[config.mk]
export PLATFORM = sky130hd
export DESIGN_NAME = rmq_div
export DESIGN_NICKNAME = d
export VERILOG_FILES = /design/src/design/rmq_pkg.sv /design/src/design/rmq_div.sv
export SDC_FILE = /design/constraint.sdc
export NUM_CORES = 2
export LEC_CHECK = 0
export BUFFER_PORTS_ARGS = -buffer_cell sky130_fd_sc_hd__buf_4
export CORE_ASPECT_RATIO = 2
export CORE_MARGIN = 1
export CORE_UTILIZATION = 40
export CTS_CLUSTER_DIAMETER = 200
export DETAILED_ROUTE_END_ITERATION = 12
export PLACE_DENSITY_LB_ADDON = 0.12
export SYNTH_ARGS = -nofsm -noshare
export SYNTH_HDL_FRONTEND = slang
export SYNTH_SLANG_ARGS = --single-unit
export TNS_END_PERCENT = 50
[constraint.sdc]
create_clock -name clk -period 3.1 [get_ports clk]
set_clock_uncertainty 0.05 [all_clocks]
set_input_delay 0.155 -clock clk [delete_from_list [all_inputs] [get_ports clk]]
set_output_delay 0.155 -clock clk [all_outputs]
set_load 0.05 [all_outputs]
[src/design/rmq_pkg.sv]
// ----------------------------------------------------------------------------
// rmq_pkg: shared constants for the rotation matrix to quaternion converter
// Field widths, case codes and divider sizing.
// ----------------------------------------------------------------------------
package rmq_pkg;

  localparam int FRAC_BITS_DEF = 14;
  localparam int FIELD_W       = 16;
  // quotient bits resolved by the divider; anything above is overflow
  localparam int DIV_QBITS     = 17;

  localparam logic [1:0] CASE_TRACE = 2'd0;
  localparam logic [1:0] CASE_X     = 2'd1;
  localparam logic [1:0] CASE_Y     = 2'd2;
  localparam logic [1:0] CASE_Z     = 2'd3;

endpackage

[src/design/rmq_div.sv]
// ----------------------------------------------------------------------------
// rmq_div: pipelined rounding divider
// q = floor((mag * 2^(F+1) + 2s) / 4s), one quotient bit per stage, with an
// overflow flag for quotients of 2^DIV_QBITS and above.
// ----------------------------------------------------------------------------
module rmq_div #(
  parameter int FRAC_BITS = rmq_pkg::FRAC_BITS_DEF,
  parameter int SW        = FRAC_BITS + 9
) (
  input  logic                           clk,
  input  logic                           en,
  input  logic [rmq_pkg::FIELD_W:0]      mag,
  input  logic [SW-1:0]                  root,
  output logic [rmq_pkg::DIV_QBITS-1:0]  quot,
  output logic                           ovf
);

  localparam int QB = rmq_pkg::DIV_QBITS;
  localparam int NW = SW + 20;
  localparam int DW = SW + 2;

  logic [NW-1:0] num_w;
  logic [NW-1:0] den_w;

  logic [NW-1:0] rem_r [0:QB-1];
  logic [DW-1:0] d_r   [0:QB-1];
  logic [QB-1:0] q_r   [1:QB];
  logic          ovf_r [0:QB];

  assign num_w = (NW'(mag) << (FRAC_BITS + 1)) + NW'({root, 1'b0});
  assign den_w = NW'({root, 2'b00});

  always_ff @(posedge clk) begin
    if (en) begin
      rem_r[0] <= num_w;
      d_r[0]   <= den_w[DW-1:0];
      ovf_r[0] <= num_w >= (den_w << QB);
    end
  end

  for (genvar i = 0; i < QB; i++) begin : g_stage
    logic [QB-1:0] q_in;
    logic [NW-1:0] sub_w;
    logic          take_w;

    if (i == 0) begin : g_first
      assign q_in = '0;
    end else begin : g_next
      assign q_in = q_r[i];
    end

    assign sub_w  = NW'(d_r[i]) << (QB - 1 - i);
    assign take_w = rem_r[i] >= sub_w;

    always_ff @(posedge clk) begin
      if (en) begin
        q_r[i+1]   <= {q_in[QB-2:0], take_w};
        ovf_r[i+1] <= ovf_r[i];
      end
    end

    if (i < QB - 1) begin : g_carry
      always_ff @(posedge clk) begin
        if (en) begin
          rem_r[i+1] <= take_w ? rem_r[i] - sub_w : rem_r[i];
          d_r[i+1]   <= d_r[i];
        end
      end
    end
  end

  assign quot = q_r[QB];
  assign ovf  = ovf_r[QB];

endmodule

==> impl_metrics.csv <==
group,metric,value,unit
sta,final.setup.tns,-35460,ps
placement,pre_cts_ws,-793,ps
outcome,violations,"negative setup slack",
route,detail-route-antenna-nets,0,
global_route,grt_max_degree,104,
cells_and_area,post-route-util,56.4,%
critical_path,start_kind,"register",
cells_and_area,layout-drive-gt1-share,35.1,%
critical_path,r2r_end,"rem_r[4][22]$_DFFE_PP_",
global_route,antenna_found_initial,4,
die,placementRows,203,
logic_synthesis,netlist.area_leader.share,53.9,%
route,routed_wire_length_per_instance,21.8,µm
critical_path,endpoint_kind,"register",
critical_path,critical_path.max_fanout,13,
logic_synthesis,async_reset_ff_share,0,%
global_route,grt_pass1_wl,290000,µm
die,die_h,557,µm
logic_synthesis,synth_warnings,0,
sta,drv_slew,0,
worst_hold_path,min_to,"rem_r[0][19]$_DFFE_PP_",
cts,cts_max_level,3,
pwr,power_switching_share,35.6,%
critical_path,crit_buf_inv,2,
sta,min_period,3420,ps
critical_path,path_cells,"ha_4, fa_2, nor2b_4, o31a_1, o41a_1, a211oi_4, buf_6, a41oi_4, nor2_2, o31ai_4, buf_12, mux2_4",
logic_synthesis,ys_seq_area_share,53.9,%
pwr,pwr-share-clk,19.1,%
pwr,ir_worst_vdd,0.488,mV
worst_hold_path,hold_path_class,"primary input to register",
cts,cts_buffers,105,
placement,gp_congestion,0.928,
cts,clkSinkCount,1106,
logic_synthesis,yosysMostFrequentCell,"edfxtp_1",
logic_synthesis,syn_nets,5943,
placement,hpwlAfterDp,153000,µm
cells_and_area,final.fill_count,13100,
critical_path,cpMaxStageDelayCell,"edfxtp_1",
logic_synthesis,netlist_top_cells_count,"edfxtp_1, inv_1, ha_1",
critical_path,rr_worst_depth,12,
pwr,p_per_area,811,nW/µm²
sta,timing.slew.headroom,31.2,%
critical_path,ff2ff_setup_slack,-320,ps
cts,cts_root_buf,"clkbuf_16",
logic_synthesis,ys.flop_type,"edfxtp_1",
critical_path,cpPeakStageDelay,440,ps
logic_synthesis,synthesis.instances,5479,
critical_path,crit_required,3530,ps
logic_synthesis,synth_edf_count,1106,
logic_synthesis,yosysTopAreaCell,"edfxtp_1",
route,dr.first_iter.drc_count,1786,
logic_synthesis,synth_area_leaders,"edfxtp_1, ha_1, xnor2_1, a21oi_1, inv_1",
cells_and_area,area_delta_synth_final,39.7,%
route,drt-total-wl,203000,µm
die,ios,60,
logic_synthesis,syn_avg_cell_area,11.3,µm²
die,chipWidth,280,µm
route,drc,0,
sta,hold_viol,0,
worst_hold_path,holdPathStages,4,
critical_path,crit_arrival,3850,ps
sta,max_freq,292,MHz
worst_hold_path,worstHoldStart,"mag[3]",
route,dr_total_vias,48800,
sta,setup_viol,297,
die,coreArea,153000,µm²
critical_path,critical_path_class,"register to register",
critical_path,critPathTopFamily,"compound AO/OA/AOI/OAI gates",
global_route,overflow,0,
sta,max_slew.worst_pin.slew,1020,ps
die,start_util,40.3,%
pwr,internal_power,0.0450,W
route,first_pass_iters,5,
route,vias_per_cell,5.25,
die,dieArea,156000,µm²
placement,io_buffers,59,
cts,clk_latency,740,ps
cts,cts_tree,"yes",
run,maxCapViolCount,0,
logic_synthesis,netlist_area,61700,µm²
critical_path,rr_startpoint,"rem_r[3][1]$_DFFE_PP_",
pwr,p_switching,0.0249,W
pwr,leakagePower,35.5,nW
pwr,seqPwrFrac,32.5,%
logic_synthesis,synth_cell_types,102,
sta,fin_ws,-324,ps
sta,rsz0062_at_grt,"yes",
logic_synthesis,synth_seq_cells,1106,
cts,ctsLongestPathBuffers,3,
global_route,grt_pass1_vias,53500,
cts,cts.reportedPaths.clkPinSlew,70,ps
cells_and_area,nets,7619,
global_route,grt_usage,25.3,%
pwr,comb_power_share,48.4,%
outcome,status,"finished with violations",
sta,period_share,110,%
[worst reg2reg max path: stages (launching register included)]
cell and delay, ps:
edfxtp_1 440, ha_4 210, fa_2 390, nor2b_4 140
o31a_1 170, o41a_1 320, a211oi_4 110, buf_6 160
a41oi_4 280, nor2_2 80, o31ai_4 280, buf_12 220
mux2_4 320
[metal layers]
metal | up-vias | wire length [µm] | GRT usage (%)
met5 | - | 0 | 0
met4 | 0 | 28500 | 28.2
met3 | 734 | 3980 | 2.30
met2 | 931 | 127000 | 57.6
met1 | 23600 | 42700 | 13.4
li1 | 23600 | - | -
[metrics by stage]
step / power [W] / hold slack (ps) / std cells / area (µm²)
3_3_place_gp: 0.0517 / 295 / 8844 / 75000
4_1_cts: 0.0681 / 8.98 / 9192 / 83200
6_report: 0.0699 / 56.8 / 9295 / 86200
5_1_grt: 0.0737 / 44.1 / 9294 / 86200
3_5_place_dp: 0.0522 / 294 / 8844 / 75000
2_1_floorplan: 0.0384 / 204 / 5479 / 61700
[state kept, by name, summed over array words and instances (netlist names)]
| signal | cells |
|---|---|
| q_r | 153 |
| d_r | 244 |
| ovf_r | 18 |
| rem_r | 691 |
[what timing repair did]
action	CTS	global route
cloned	10	11
hold buffers	44	0
setup buffers	122	110
endpoints found under the hold margin	62	0
setup endpoints to repair	511	498
pin swaps	237	266
resized for setup	651	519
[power groups by stage]
stage	Sequential (W)	Clock, W	Combinational, W
2_1_floorplan	0.0223	0	0.0161
3_3_place_gp	0.0227	0	0.0290
3_5_place_dp	0.0227	0	0.0294
4_1_cts	0.0226	0.0137	0.0319
5_1_grt	0.0230	0.0141	0.0365
6_report	0.0227	0.0134	0.0338
[logic make-up after synthesis]
logic type               count (synthesis)  share of synthesized area, %
AO/OA/AOI/OAI                         1353                          14.0
XOR/XNOR                               443                          6.29
adder cells (fa/ha/maj)                422                          8.77
buffers and inverters                  587                          3.65
flip-flops                            1106                          53.9
multiplexers                            79                          1.45
AND/OR/NAND/NOR                       1489                          12.0
[cell type report]
type,instances,area [µm²],share of cell area [%]
diodes,7,17.5,0.0203
clock buffers,124,2720,3.16
clock inverters,66,739,0.858
inverters,478,1820,2.12
multi-input cells,3786,30800,35.7
flip-flops and latches,1106,33200,38.5
well taps,2050,2560,2.98
repair buffers,1678,14300,16.6
[how the worst max path moves through the flow]
stage / depth (start not counted) / end / start / slack [ps]
2_1_floorplan: 16 / ovf_r[0]$_DFFE_PP_ / mag[0] / -7
5_1_grt: 13 / rem_r[4][40]$_DFFE_PP_ / rem_r[3][1]$_DFFE_PP_ / -410
3_3_place_gp: 13 / rem_r[3][40]$_DFFE_PP_ / rem_r[2][1]$_DFFE_PP_ / -770
4_1_cts: 13 / rem_r[4][33]$_DFFE_PP_ / rem_r[3][15]$_DFFE_PP_ / -340
6_report: 12 / rem_r[4][22]$_DFFE_PP_ / rem_r[3][1]$_DFFE_PP_ / -320
3_5_place_dp: 13 / rem_r[3][40]$_DFFE_PP_ / rem_r[2][1]$_DFFE_PP_ / -790
[placed cells by master (no fill, tap or decap), drive strengths merged, types with 43 or more instances in the layout]
cell type    netlist  layout
a211oi            56      56
a21o             164     164
a21oi            399     399
buf               35    1623
clkbuf            74     135
clkinv             0      47
dlygate4sd3        0      44
edfxtp          1106    1106
ha               405     405
inv              478     481
mux2              75      75
nand2            385     385
nand2b            69      69
nand3             85      85
nand4             86      86
nor2             403     403
nor2b             68      68
nor3             108     108
nor4              75      75
o21a              78      78
o21ai            316     316
o21bai            43      43
xnor2            240     240
xor2             203     203
(Power assumes the default switching activity.)
